### config.mk
export PLATFORM = sky130hd
export DESIGN_NAME = pfa_ctrl
export DESIGN_NICKNAME = d
export VERILOG_FILES = /design/src/sv/pfa_pkg.sv /design/src/sv/pfa_ctrl.sv
export SDC_FILE = /design/constraint.sdc
export NUM_CORES = 1
export LEC_CHECK = 0
export ABC_AREA = 1
export BUFFER_PORTS_ARGS = -buffer_cell sky130_fd_sc_hd__buf_2
export CORE_UTILIZATION = 43
export DETAILED_ROUTE_END_ITERATION = 8
export PLACE_DENSITY = 0.7
export SETUP_SLACK_MARGIN = 0.02
export SKIP_CTS_REPAIR_TIMING = 1
export SYNTH_ARGS = -nofsm -noshare
export SYNTH_HDL_FRONTEND = slang
export SYNTH_SLANG_ARGS = --single-unit
### constraint.sdc
create_clock -name i_clk -period 1.9 [get_ports i_clk]
set_clock_uncertainty 0.05 [all_clocks]
set_input_delay 0.38 -clock i_clk [delete_from_list [all_inputs] [get_ports i_clk]]
set_output_delay 0.38 -clock i_clk [all_outputs]
set_load 0.03 [all_outputs]
### src/sv/pfa_pkg.sv
// Shared types and constants of the paged frame allocator.
// Holds request kinds, the controller-to-datapath command set and the status word.
// No dependencies.
package pfa_pkg;

    localparam int OFFSET_BITS_DEF   = 10;
    localparam int FRAME_COUNT_DEF   = 1024;
    localparam int MEMORY_BYTES_DEF  = 1048576;
    localparam int PROCESS_COUNT_DEF = 8;

    localparam int KIND_W = 2;
    localparam int PID_W  = 4;
    localparam int ADDR_W = 20;
    localparam int SIZE_W = 21;
    localparam int DATA_W = 8;

    typedef enum logic [KIND_W-1:0] {
        KIND_ALLOC = 2'd0,
        KIND_FREE  = 2'd1,
        KIND_READ  = 2'd2,
        KIND_WRITE = 2'd3
    } t_kind;

    typedef enum logic [4:0] {
        CMD_NONE,
        CMD_CLEAR,
        CMD_LATCH,
        CMD_OWN_RD,
        CMD_CNT_CHK,
        CMD_ASN_INIT,
        CMD_ASN_CHK,
        CMD_ASN_END,
        CMD_MAP_RD,
        CMD_LOOK,
        CMD_WALK,
        CMD_WALK_NXT,
        CMD_SLIDE_INIT,
        CMD_SLIDE_RD,
        CMD_SLIDE_WR,
        CMD_ZERO_INIT,
        CMD_ZERO_WR,
        CMD_FREE_END,
        CMD_RAM_ACC,
        CMD_RAM_DONE,
        CMD_FAIL
    } t_cmd;

    typedef struct packed {
        logic  clr_last;
        logic  pid_ok;
        t_kind kind;
        logic  size_zero;
        logic  vp_ok;
        logic  map_hit;
        logic  cnt_reach;
        logic  idx_last;
        logic  brk_ok;
        logic  j_reach;
        logic  walk_more;
        logic  k_lt_b;
        logic  pa_ok;
    } t_status;

endpackage

### src/sv/pfa_ctrl.sv
// Sequencer of the paged frame allocator.
// Steps each request through its phases and issues one datapath command per cycle.
// Depends on pfa_pkg.
module pfa_ctrl
    import pfa_pkg::*;
(
    input  logic    i_clk,
    input  logic    i_rst_n,
    input  logic    i_start,
    input  t_status i_st,
    output t_cmd    o_cmd,
    output logic    o_busy
);

    typedef enum logic [4:0] {
        S_CLEAR,
        S_IDLE,
        S_DISPATCH,
        S_CNT_RD,
        S_CNT_CHK,
        S_BRK,
        S_ASN_RD,
        S_ASN_CHK,
        S_ASN_END,
        S_LOOKUP,
        S_RAM,
        S_RAM_DONE,
        S_WALK,
        S_WALK_NXT,
        S_SLIDE_INIT,
        S_SLIDE_RD,
        S_SLIDE_WR,
        S_ZERO,
        S_FAIL
    } t_state;

    t_state r_state;
    t_state n_state;

    always_comb begin
        n_state = r_state;
        o_cmd   = CMD_NONE;
        case (r_state)
            S_CLEAR: begin
                o_cmd = CMD_CLEAR;
                if (i_st.clr_last) begin
                    n_state = S_IDLE;
                end
            end
            S_IDLE: begin
                if (i_start) begin
                    o_cmd   = CMD_LATCH;
                    n_state = S_DISPATCH;
                end
            end
            S_DISPATCH: begin
                if (!i_st.pid_ok) begin
                    n_state = S_FAIL;
                end else if (i_st.kind == KIND_ALLOC) begin
                    n_state = i_st.size_zero ? S_FAIL : S_CNT_RD;
                end else if (!i_st.vp_ok) begin
                    n_state = S_FAIL;
                end else begin
                    o_cmd   = CMD_MAP_RD;
                    n_state = S_LOOKUP;
                end
            end
            S_CNT_RD: begin
                o_cmd   = CMD_OWN_RD;
                n_state = S_CNT_CHK;
            end
            S_CNT_CHK: begin
                o_cmd = CMD_CNT_CHK;
                if (i_st.cnt_reach) begin
                    n_state = S_BRK;
                end else if (i_st.idx_last) begin
                    n_state = S_FAIL;
                end else begin
                    n_state = S_CNT_RD;
                end
            end
            S_BRK: begin
                if (i_st.brk_ok) begin
                    o_cmd   = CMD_ASN_INIT;
                    n_state = S_ASN_RD;
                end else begin
                    n_state = S_FAIL;
                end
            end
            S_ASN_RD: begin
                o_cmd   = CMD_OWN_RD;
                n_state = S_ASN_CHK;
            end
            S_ASN_CHK: begin
                o_cmd   = CMD_ASN_CHK;
                n_state = i_st.j_reach ? S_ASN_END : S_ASN_RD;
            end
            S_ASN_END: begin
                o_cmd   = CMD_ASN_END;
                n_state = S_IDLE;
            end
            S_LOOKUP: begin
                if (!i_st.map_hit) begin
                    n_state = S_FAIL;
                end else begin
                    o_cmd   = CMD_LOOK;
                    n_state = (i_st.kind == KIND_FREE) ? S_WALK : S_RAM;
                end
            end
            S_RAM: begin
                if (i_st.pa_ok) begin
                    o_cmd   = CMD_RAM_ACC;
                    n_state = S_RAM_DONE;
                end else begin
                    n_state = S_FAIL;
                end
            end
            S_RAM_DONE: begin
                o_cmd   = CMD_RAM_DONE;
                n_state = S_IDLE;
            end
            S_WALK: begin
                o_cmd   = CMD_WALK;
                n_state = S_WALK_NXT;
            end
            S_WALK_NXT: begin
                o_cmd   = CMD_WALK_NXT;
                n_state = i_st.walk_more ? S_WALK : S_SLIDE_INIT;
            end
            S_SLIDE_INIT: begin
                o_cmd   = CMD_SLIDE_INIT;
                n_state = S_SLIDE_RD;
            end
            S_SLIDE_RD: begin
                if (i_st.k_lt_b) begin
                    o_cmd   = CMD_SLIDE_RD;
                    n_state = S_SLIDE_WR;
                end else begin
                    o_cmd   = CMD_ZERO_INIT;
                    n_state = S_ZERO;
                end
            end
            S_SLIDE_WR: begin
                o_cmd   = CMD_SLIDE_WR;
                n_state = S_SLIDE_RD;
            end
            S_ZERO: begin
                if (i_st.k_lt_b) begin
                    o_cmd = CMD_ZERO_WR;
                end else begin
                    o_cmd   = CMD_FREE_END;
                    n_state = S_IDLE;
                end
            end
            S_FAIL: begin
                o_cmd   = CMD_FAIL;
                n_state = S_IDLE;
            end
            default: begin
                n_state = S_IDLE;
            end
        endcase
    end

    always_ff @(posedge i_clk) begin
        if (!i_rst_n) begin
            r_state <= S_CLEAR;
        end else begin
            r_state <= n_state;
        end
    end

    assign o_busy = (r_state != S_IDLE);

    // A taken request must hold off the next one until its word is out.
    assert property (@(posedge i_clk) disable iff (!i_rst_n)
        (i_start && !o_busy) |=> o_busy)
        else $error("request taken but sequencer did not go busy");

endmodule

Yosys cells after proc, flatten, opt, wreduce, memory -nomap -nowiden
Index checks and enable logic that the tools add are counted.

cells by class
  eq/ne operators = 23
  mux-type cells = 26
  reductions and logical operators = 5

operators with widths
  cell                  number
  $pmux W5 S18          1
  $pmux W5 S15          1
  $mux W5               13
  $eq A5 B4 Y1 const B  8
  $eq A5 B3 Y1 const B  4
  $mux W4               5
  $eq A5 B5 Y1 const B  3
  $eq A5 B2 Y1 const B  2
  $mux W2               3
  $mux W3               2
  $ne A2 B2 Y1 const B  3
  $eq A5 B1 Y1 const B  1
  $logic_not A5 Y1      1
  $ne A5 B1 Y1 const B  1
  $reduce_or A2 Y1      2
  $reduce_and A3 Y1     1
  $eq A2 B1 Y1 const B  1
  $logic_not A2 Y1      1
  $mux W1               1

word-level totals
  flip-flop bits (word level) = 5
  bits of input ports = 17
  output and inout bits = 6
  word-level logic and storage cells = 55

Depth between registers and ports, before layout
Gate-level depths: netlist of the first run.

  depth after elaboration = 4
  depth in mapped cells = 11

Least setup slack after synthesis of the first run
OpenSTA, ideal clock, no wires.

  path type = register to output
  from = reg r_state[4]
  to = out o_cmd[1]
  arrival = 1338 ps
  data required time = 1470 ps
  path slack = 132 ps
  stages on the path, launching flop included = 6
  buffers on the path = 0
  cells stage by stage = dfxtp_1 -> inv_2 -> nand2_1 -> inv_1 -> a211oi_1 -> nand4_1

between the ends
  longest elaborated chain between the ends = 3

RTL lines
  item                                                 line             source
  from (decl)                                          pfa_ctrl.sv:37   t_state r_state;
  from (signal assigned)                               pfa_ctrl.sv:169  r_state <= n_state;
  $eq A5 B3 Y1 / $eq A5 B2 Y1 (equally long branches)  pfa_ctrl.sv:43   case (r_state)
  $reduce_or A2 Y1 (no source line)                    n/a
  $pmux W5 S18 (*)                                     pfa_ctrl.sv:43
  to (decl)                                            pfa_ctrl.sv:11   output t_cmd o_cmd,

Every way passes the cells marked *; elsewhere a longest branch is shown, timed or not.

Worst setup path in the final report of the first run
  from = reg r_state[3]
  to = out o_cmd[3]

Same word-level chain as after synthesis.

==> results.json, run 1 <==
{
  "outcome": "finished, violations left",
  "violations": "DRC, setup timing",
  "final_common_cell": "nand2_1",
  "tritoncts": "done",
  "grtUsageTotal_pct": 27.55,
  "grt_antenna_before_repair": 0,
  "final_hold_viol_count": 0,
  "synthesis.nets": 163,
  "regArea_um2": 118.9,
  "wl_mm": 2.667,
  "grt_pass1_wl_mm": 3.946,
  "numCtsBuffers": 3,
  "synth_edf_count": 0,
  "dieArea_um2": 1899,
  "setup_viol": 4,
  "min_period_over_period_pct": 106.0,
  "start_kind": "flip-flop",
  "drive_gt1_share_pct": 39.11,
  "synth_fa_ha_area_share_pct": 0,
  "synthCells": 146,
  "ys_ff_latch": 5,
  "core_area_um2": 1559,
  "synth_mux_area_share_pct": 0,
  "largest_register_ffs": 5,
  "detail-route-antenna-nets": 0,
  "fp.dieW_um": 43.58,
  "worstPathRequired_ps": 1470,
  "grt_pass1_vias": 971,
  "rr_startpoint": "r_state[1]$_SDFFE_PN0P_",
  "die_h_um": 43.58,
  "critical_path.endpoint": "o_cmd[3]",
  "rsz0062_at_grt": "true",
  "setup_slack_ps": -114.1,
  "power.total_uw": 1269,
  "layout_common_cells": "nand2_1 (41), nor2_1 (22), buf_2 (17)",
  "crit_type": "flip-flop to output port",
  "insertedDiodeCount": 0,
  "reg.largest.list": "r_state (5)",
  "routedWlPerCell_um": 13.68,
  "fin_util_pct": 67.82,
  "portBuffers": 22,
  "viasPerCell": 5.651,
  "synth_area_um2": 743.2,
  "place_hpwl_mm": 1.937,
  "fmax_mhz": 496.5,
  "insertion_delay_ps": 260,
  "min_period_ps": 2014,
  "synth_warnings": 0,
  "cts.sinks": 5,
  "synth_cell_type_count": 20,
  "num_vias": 1102,
  "synth_top_family_by_area": "simple AND/OR/NAND/NOR gates",
  "path_max_fanout": 4,
  "avgSynthCellArea_um2": 5.091,
  "p_leak_uw": 0.0006010,
  "slew_viol_final": 0,
  "place.gp.congestion": 0.9825,
  "rr_endpoint": "r_state[1]$_SDFFE_PN0P_",
  "num_rows": 14,
  "grt-ovfl-total": 0,
  "power_density_nw_per_um2": 1200,
  "reg2regPathDepth": 9,
  "nNetsFinal": 197,
  "drc": 6,
  "synthXorXnorAreaFrac_pct": 0,
  "worstSetupStartpoint": "r_state[3]$_SDFFE_PN0P_",
  "drt_iter0_drc": 96,
  "cp-end-kind": "output port",
  "max-slew-margin-rel_pct": 77.47,
  "async_flop_share_pct": 0,
  "synth_flop_cell": "dfxtp_1",
  "regMostFlops": "r_state",
  "irDropWorstVdd_mv": 0.8709,
  "arrival_ps": 1580,
  "worstMarginPinSlew_ps": 334.4,
  "synth_compound_area_share_pct": 9.428,
  "initial_core_util_pct": 47.67,
  "htreeDepth": 1,
  "area_growth_pct": 42.26,
  "hold_class": "primary input to flip-flop",
  "cts_root_buf": "clkbuf_4",
  "synthSimpleGateAreaFrac_pct": 65.49,
  "ios": 23,
  "maxCapViolCount": 0,
  "grt_max_degree": 10,
  "dr.pass1.iters": 7,
  "path_clk_slew_ps": 50,
  "n_fill_cell": 143,
  "rrSetupSlack_ps": 420,
  "cts_buffer_depth": 2,
  "multi_input_area_um2": 620.6,
  "yosysSeqAreaShare_pct": 13.47
}
[critical path: stages, from the launching register on]
cell      delay, ps
dfxtp_4         370
inv_2            90
nor2_4           50
inv_2            80
nor2_2           60
nand2_1         110
o21ai_2          90
nor3_2          220
nand2_1          70
clkbuf_4        180
[worst min-delay path by stage]
stage	startpoint	endpoint	slack [ps]	cells after the start
floorplan	i_rst_n	r_state[4]$_SDFFE_PN0P_	430	2
global placement	i_rst_n	r_state[4]$_SDFFE_PN0P_	540	3
detailed placement	i_rst_n	r_state[4]$_SDFFE_PN0P_	540	3
CTS	i_rst_n	r_state[4]$_SDFFE_PN0P_	290	3
global route	i_rst_n	r_state[4]$_SDFFE_PN0P_	300	3
finish	i_rst_n	r_state[4]$_SDFFE_PN0P_	290	3
[cells by family after synthesis]
family,Yosys count
DFF,5
buffers and inverters,23
and+or+nand+nor,106
AOI/OAI and AO/OA,12
[report_power, final]
group,switching (uW),internal [uW]
sequential,71.3,152
clock,51.4,79.8
combinational,584,331
[per-stage QoR]
step	instances	worst slack [ps]	instance area [um2]	TNS, ps	hold slack (ps)
5_1_grt	195	-204.8	1057	-681.8	297.6
4_1_cts	191	-183.8	922.1	-690.2	288.7
3_5_place_dp	187	75.48	895.9	0	541.0
6_report	195	-114.1	1057	-222.2	287.7
2_1_floorplan	146	131.8	743.2	0	427.6
3_3_place_gp	187	86.56	895.9	0	544.5
[cell type report]
| class | instances | area share, % |
|---|---|---|
| clock buffers | 4 | 2.485 |
| flip-flops and latches | 5 | 11.24 |
| well taps | 16 | 1.893 |
| multi-input cells | 118 | 58.70 |
| repair buffers | 29 | 17.28 |
| inverters | 23 | 8.402 |
[cells in the mapped netlist (3+ instances only)]
| cell | number | area, um2 |
|---|---|---|
| a21oi_1 | 3 | 15.01 |
| dfxtp_1 | 5 | 100.1 |
| inv_1 | 15 | 56.30 |
| inv_2 | 8 | 30.03 |
| nand2_1 | 43 | 161.4 |
| nand3_1 | 14 | 70.07 |
| nand3b_1 | 3 | 22.52 |
| nand4_1 | 3 | 18.77 |
| nor2_1 | 28 | 105.1 |
| nor2_2 | 3 | 18.77 |
| nor2_4 | 3 | 33.78 |
| nor3_1 | 6 | 30.03 |
| o21ai_1 | 3 | 15.01 |
[layer usage]
metal / GRT usage [%] / vias to the layer above / share of wire [%]
met5: 0 / - / 0
met4: 7.500 / 0 / 3.1
met3: 5.000 / 12 / 12
met2: 45.97 / 74 / 46
met1: 36.20 / 480 / 39
li1: - / 536 / -
(Power assumes the default switching activity.)
==> inputs of run 2 (changes only) <==
- ABC_AREA: 1 -> 0
- PLACE_DENSITY: 0.7 -> 0.69
==> results.json, run 2 <==
{
  "outcome": "finished, violations left",
  "violations": "setup timing",
  "grt_antenna_before_repair": 0,
  "cp_slowest_stage_delay_ps": 370,
  "power_density_nw_per_um2": 418.9,
  "portBuffers": 22,
  "final_hold_viol_count": 0,
  "layout_common_cells": "buf_4 (25), buf_2 (18), nor2_1 (12)",
  "area_growth_pct": 59.51,
  "slew_viol_final": 0,
  "rsz0062_at_grt": "true",
  "whs_endpoint": "r_state[0]$_SDFFE_PN0P_",
  "viasPerCell": 6.180,
  "yosys.area.top_type": "dfxtp_1",
  "synth_warnings": 0,
  "worstSetupStartpoint": "r_state[2]$_SDFFE_PN0P_",
  "min_path_cells": 3,
  "place.gp.congestion": 1.013,
  "async_flop_share_pct": 0,
  "crit_chain": "buf_6 > and2b_2 > a2bb2oi_2 > o211ai_1 > a41o_1 > buf_6",
  "hold_class": "primary input to flip-flop",
  "fin_util_pct": 74.33,
  "largest_register_ffs": 5,
  "crit_family": "compound AO/OA/AOI/OAI gates",
  "initial_core_util_pct": 46.60,
  "whs_ps": 385.0,
  "grtUsageTotal_pct": 29.21,
  "synth_edf_count": 0,
  "worstMarginPinSlew_ps": 423.4,
  "multi_input_area_um2": 708.2,
  "path_clk_slew_ps": 40,
  "n_fill_cell": 150,
  "wl_mm": 3.097,
  "worst-path-buf-inv": 2,
  "ys_ff_latch": 5,
  "dp.cells": 185,
  "netlist.area_leader.share_pct": 12.18,
  "grt_pass1_vias": 991,
  "regMostFlops": "r_state",
  "path_max_fanout": 7,
  "max-slew-margin-rel_pct": 71.41,
  "arrival_ps": 1580,
  "synth_area_um2": 822.0,
  "crit_path_frequent_cell": "buf_6",
  "synth_cell_type_count": 42,
  "grt_max_degree": 15,
  "grt_pass1_wl_mm": 4.505,
  "synth_flop_cell": "dfxtp_1",
  "rrSetupSlack_ps": 240,
  "htreeDepth": 1,
  "insertion_delay_ps": 230,
  "cp_slowest_cell": "dfxtp_4",
  "synth.area.top_cells": "dfxtp_1 (12%), nor2_1 (6.8%), a21oi_1 (6.1%)",
  "cp-end-kind": "output port",
  "num_vias": 1199,
  "crit_type": "flip-flop to output port",
  "detail-route-antenna-nets": 0,
  "die_h_um": 45.73,
  "drt_iter0_drc": 64,
  "synth.most_common_cell": "nor2_1",
  "start_kind": "flip-flop",
  "ios": 23,
  "final_common_cell": "buf_4",
  "rr_endpoint": "r_state[1]$_SDFFE_PN0P_",
  "pre_cts_slack_ps": 1.396,
  "place_hpwl_mm": 2.209,
  "synthCells": 122,
  "fin_cells": 194,
  "min_period_over_period_pct": 105.7,
  "drive_gt1_share_pct": 46.75,
  "fp.dieW_um": 45.73,
  "irDropWorstVdd_mv": 0.4500,
  "cts.sinks": 5,
  "reg.largest.list": "r_state (5)",
  "min-delay-start": "i_rst_n",
  "cts_root_buf": "clkbuf_4",
  "dr.pass1.iters": 4,
  "routedWlPerCell_um": 15.96,
  "numCtsBuffers": 3,
  "tritoncts": "done",
  "min_period_ps": 2009,
  "reg2regPathDepth": 6,
  "worstPathRequired_ps": 1470,
  "synthesis.nets": 139,
  "fmax_mhz": 497.7,
  "ys_top_cells_by_count": "nor2_1 (15), a21oi_1 (10), nand2_1 (8)",
  "regArea_um2": 113.9,
  "setup_viol": 4,
  "maxCapViolCount": 0,
  "num_rows": 15,
  "yosysSeqAreaShare_pct": 12.18,
  "p_leak_uw": 0.0005593,
  "avgSynthCellArea_um2": 6.738,
  "core_area_um2": 1764,
  "grt-ovfl-total": 0,
  "drc": 0,
  "rr_startpoint": "r_state[0]$_SDFFE_PN0P_",
  "insertedDiodeCount": 0,
  "nNetsFinal": 187,
  "dieArea_um2": 2091,
  "cts_buffer_depth": 2,
  "setup_slack_ps": -109.1
}
run 2: changes by cell type after synthesis, moves of 4 or more:
cell	delta
nor3_1	-5
o21ai_0	+4
buf_2	+6
a31oi_1	+5
nand3_1	-10
nor2_1	-13
nor2b_1	+5
a21oi_1	+7
inv_2	-8
nand2_1	-35
inv_1	-9
a22oi_1	+5
run 2: routing by layer:
layer  track usage (%)  share of wire [%]  up-vias
li1                  -                  -      563
met1             40.76                 41      548
met2             49.14                 49       79
met3             2.381                8.6        9
met4             5.294                1.5        0
met5                 0                  0        -
run 2: how the worst max path moves through the flow:
stage	cells after the start	slack, ps	end
after floorplan	5	90	o_cmd[4]
final	6	-110	o_cmd[3]
after global routing	6	-210	o_cmd[3]
after detailed placement	7	1	o_cmd[2]
after CTS	6	-250	o_cmd[3]
after global placement	6	-20	o_cmd[3]
run 2: logic make-up (layout without fill, tap and decap cells):
kind of cell | after synthesis | in the layout | synth area share [%]
DFF | 5 | 5 | 12.18
AOI/OAI and AO/OA | 47 | 47 | 40.03
buffers and inverters | 16 | 63 | 11.42
and+or+nand+nor | 54 | 54 | 36.38
run 2: worst reg2reg max path, stage by stage (launching register included):
cell and delay [ps]:
dfxtp_2 410, and2b_1 230, buf_4 160, and3_1 190
a22oi_1 170, o221ai_1 150, and3_1 190
run 2: power by group:
part	internal (uW)	leakage, uW	switching [uW]
clock	78.9	0.0000150	35.7
sequential	109	0.0000438	15.8
combinational	150	0.000501	160
run 2: cell type report:
type | instances | area share, %
Clock buffer | 4 | 2.004
Inverter | 6 | 1.718
Multi-Input combinational cell | 101 | 54.01
Sequential cell | 5 | 8.683
Tap cell | 25 | 2.385
Timing Repair Buffer | 53 | 31.20
run 2: through the flow:
stage          TNS (ps)  power, uW  area [um2]
4_1_cts           -1047      506.2        1146
2_1_floorplan         0      286.0       842.1
3_5_place_dp          0      385.9        1120
3_3_place_gp     -15.85      384.4        1120
5_1_grt          -681.8      591.0        1311
6_report         -304.7      549.3        1311
==> inputs of run 3 (changes only) <==
- BUFFER_PORTS_ARGS: -buffer_cell sky130_fd_sc_hd__buf_2 -> -buffer_cell sky130_fd_sc_hd__buf_4
==> results.json, run 3 (same netlist as run 2, synthesis figures left out) <==
{
  "reg2regPathDepth": 8,
  "layout_common_cells": "buf_4 (43), nor2_1 (14), a21oi_1 (9)",
  "fp.dieW_um": 45.73,
  "grt_pass1_vias": 1044,
  "cts_root_buf": "clkbuf_4",
  "portBuffers": 22,
  "largest_register_ffs": 5,
  "insertedDiodeCount": 0,
  "setup_viol": 5,
  "power_density_nw_per_um2": 418.1,
  "numCtsBuffers": 3,
  "arrival_ps": 1640,
  "num_vias": 1217,
  "initial_core_util_pct": 46.60,
  "grt-ovfl-total": 0,
  "cp_slowest_stage_delay_ps": 370,
  "htreeDepth": 1,
  "hold_class": "primary input to flip-flop",
  "dr.pass1.iters": 4,
  "tritoncts": "done",
  "pre_cts_slack_ps": -29.36,
  "rr_endpoint": "r_state[0]$_SDFFE_PN0P_",
  "slew_viol_final": 0,
  "crit_type": "flip-flop to output port",
  "wl_mm": 3.351,
  "fin_cells": 192,
  "seqPwrFrac_pct": 22.5,
  "worstSetupStartpoint": "r_state[2]$_SDFFE_PN0P_",
  "nNetsFinal": 185,
  "die_h_um": 45.73,
  "core_area_um2": 1764,
  "grt_antenna_before_repair": 0,
  "drc": 0,
  "path_max_fanout": 6,
  "critical_path.endpoint": "o_cmd[3]",
  "p_leak_uw": 0.0005733,
  "min_period_ps": 2074,
  "final_common_cell": "buf_4",
  "maxCapViolCount": 0,
  "reg.largest.list": "r_state (5)",
  "dp.cells": 178,
  "drt_iter0_drc": 50,
  "insertion_delay_ps": 240,
  "crit_path_frequent_cell": "buf_6",
  "grt_pass1_wl_mm": 4.450,
  "pwr-share-clk_pct": 22.2,
  "cp-end-kind": "output port",
  "n_fill_cell": 142,
  "cts_buffer_depth": 2,
  "rsz0062_at_grt": "true",
  "regArea_um2": 118.9,
  "irDropWorstVdd_mv": 0.3305,
  "crit_chain": "buf_6 > and2b_2 > a2bb2oi_2 > o211ai_1 > a41o_1 > buf_6",
  "num_rows": 15,
  "area_growth_pct": 64.08,
  "cts.sinks": 5,
  "p_sw_uw": 218.4,
  "switching_share_pct": 38.72,
  "min_period_over_period_pct": 109.2,
  "start_kind": "flip-flop",
  "grtUsageTotal_pct": 29.05,
  "max-slew-margin-rel_pct": 72.26,
  "rr_startpoint": "r_state[3]$_SDFFE_PN0P_",
  "drive_gt1_share_pct": 43.71,
  "grt_max_degree": 15,
  "regMostFlops": "r_state",
  "internal-power_uw": 345.6,
  "setup_slack_ps": -174.1,
  "fmax_mhz": 482.1,
  "place.gp.congestion": 0.9343,
  "ios": 23,
  "dieArea_um2": 2091,
  "finalSetupTns_ps": -678.8,
  "worstMarginPinSlew_ps": 410.7,
  "power.total_uw": 564.0,
  "final_hold_viol_count": 0,
  "routedWlPerCell_um": 17.45,
  "rrSetupSlack_ps": 160,
  "multi_input_area_um2": 696.9,
  "viasPerCell": 6.339,
  "pwr-share-comb_pct": 55.3,
  "worstPathRequired_ps": 1470,
  "outcome": "finished, violations left",
  "detail-route-antenna-nets": 0,
  "path_clk_slew_ps": 40,
  "cp_slowest_cell": "dfxtp_4",
  "violations": "setup timing",
  "place_hpwl_mm": 2.248
}
[run 3: critical path, delay by kind of cell, from the launching register on]
family | cells | cell delay, ps
buffers and inverters | 2 | 270
flip-flops | 1 | 370
AND/OR/NAND/NOR | 1 | 210
AO/OA/AOI/OAI | 3 | 540
[run 3: cell type report]
type                            count  area share [%]
Multi-Input combinational cell    101           51.67
Timing Repair Buffer               51           33.58
Sequential cell                     5           8.813
Tap cell                           25           2.319
Clock buffer                        4           1.948
Inverter                            6           1.670
[run 3: power by group through the flow]
stage / combinational, uW / sequential (uW) / clock [uW]
detailed placement: 272 / 127 / 0
CTS: 274 / 125 / 128
finish: 312 / 127 / 125
global placement: 270 / 127 / 0
floorplan: 168 / 118 / 0
global route: 328 / 128 / 136
[run 3: how the worst min path moves through the flow]
stage          startpoint                 endpoint  cells past startpoint
2_1_floorplan     i_rst_n  r_state[2]$_SDFFE_PN0P_                      2
5_1_grt           i_rst_n  r_state[3]$_SDFFE_PN0P_                      2
3_5_place_dp      i_rst_n  r_state[4]$_SDFFE_PN0P_                      2
4_1_cts           i_rst_n  r_state[4]$_SDFFE_PN0P_                      2
3_3_place_gp      i_rst_n  r_state[4]$_SDFFE_PN0P_                      2
6_report          i_rst_n  r_state[4]$_SDFFE_PN0P_                      2
[run 3: per-layer routing]
layer	GRT usage, %	wire length (um)
met1	35.78	1362
met2	49.71	1642
met3	3.571	272
met4	13.53	73
met5	0	0
[run 3: per-stage QoR]
stage                     cell area (um2)  hold slack [ps]  util (%)
after floorplan                     842.1            439.3         -
after global placement               1122            583.7     63.62
after detailed placement             1122            591.7     63.62
after CTS                            1149            337.8     65.11
after global routing                 1349            340.9     76.45
final                                1349            338.8     76.45
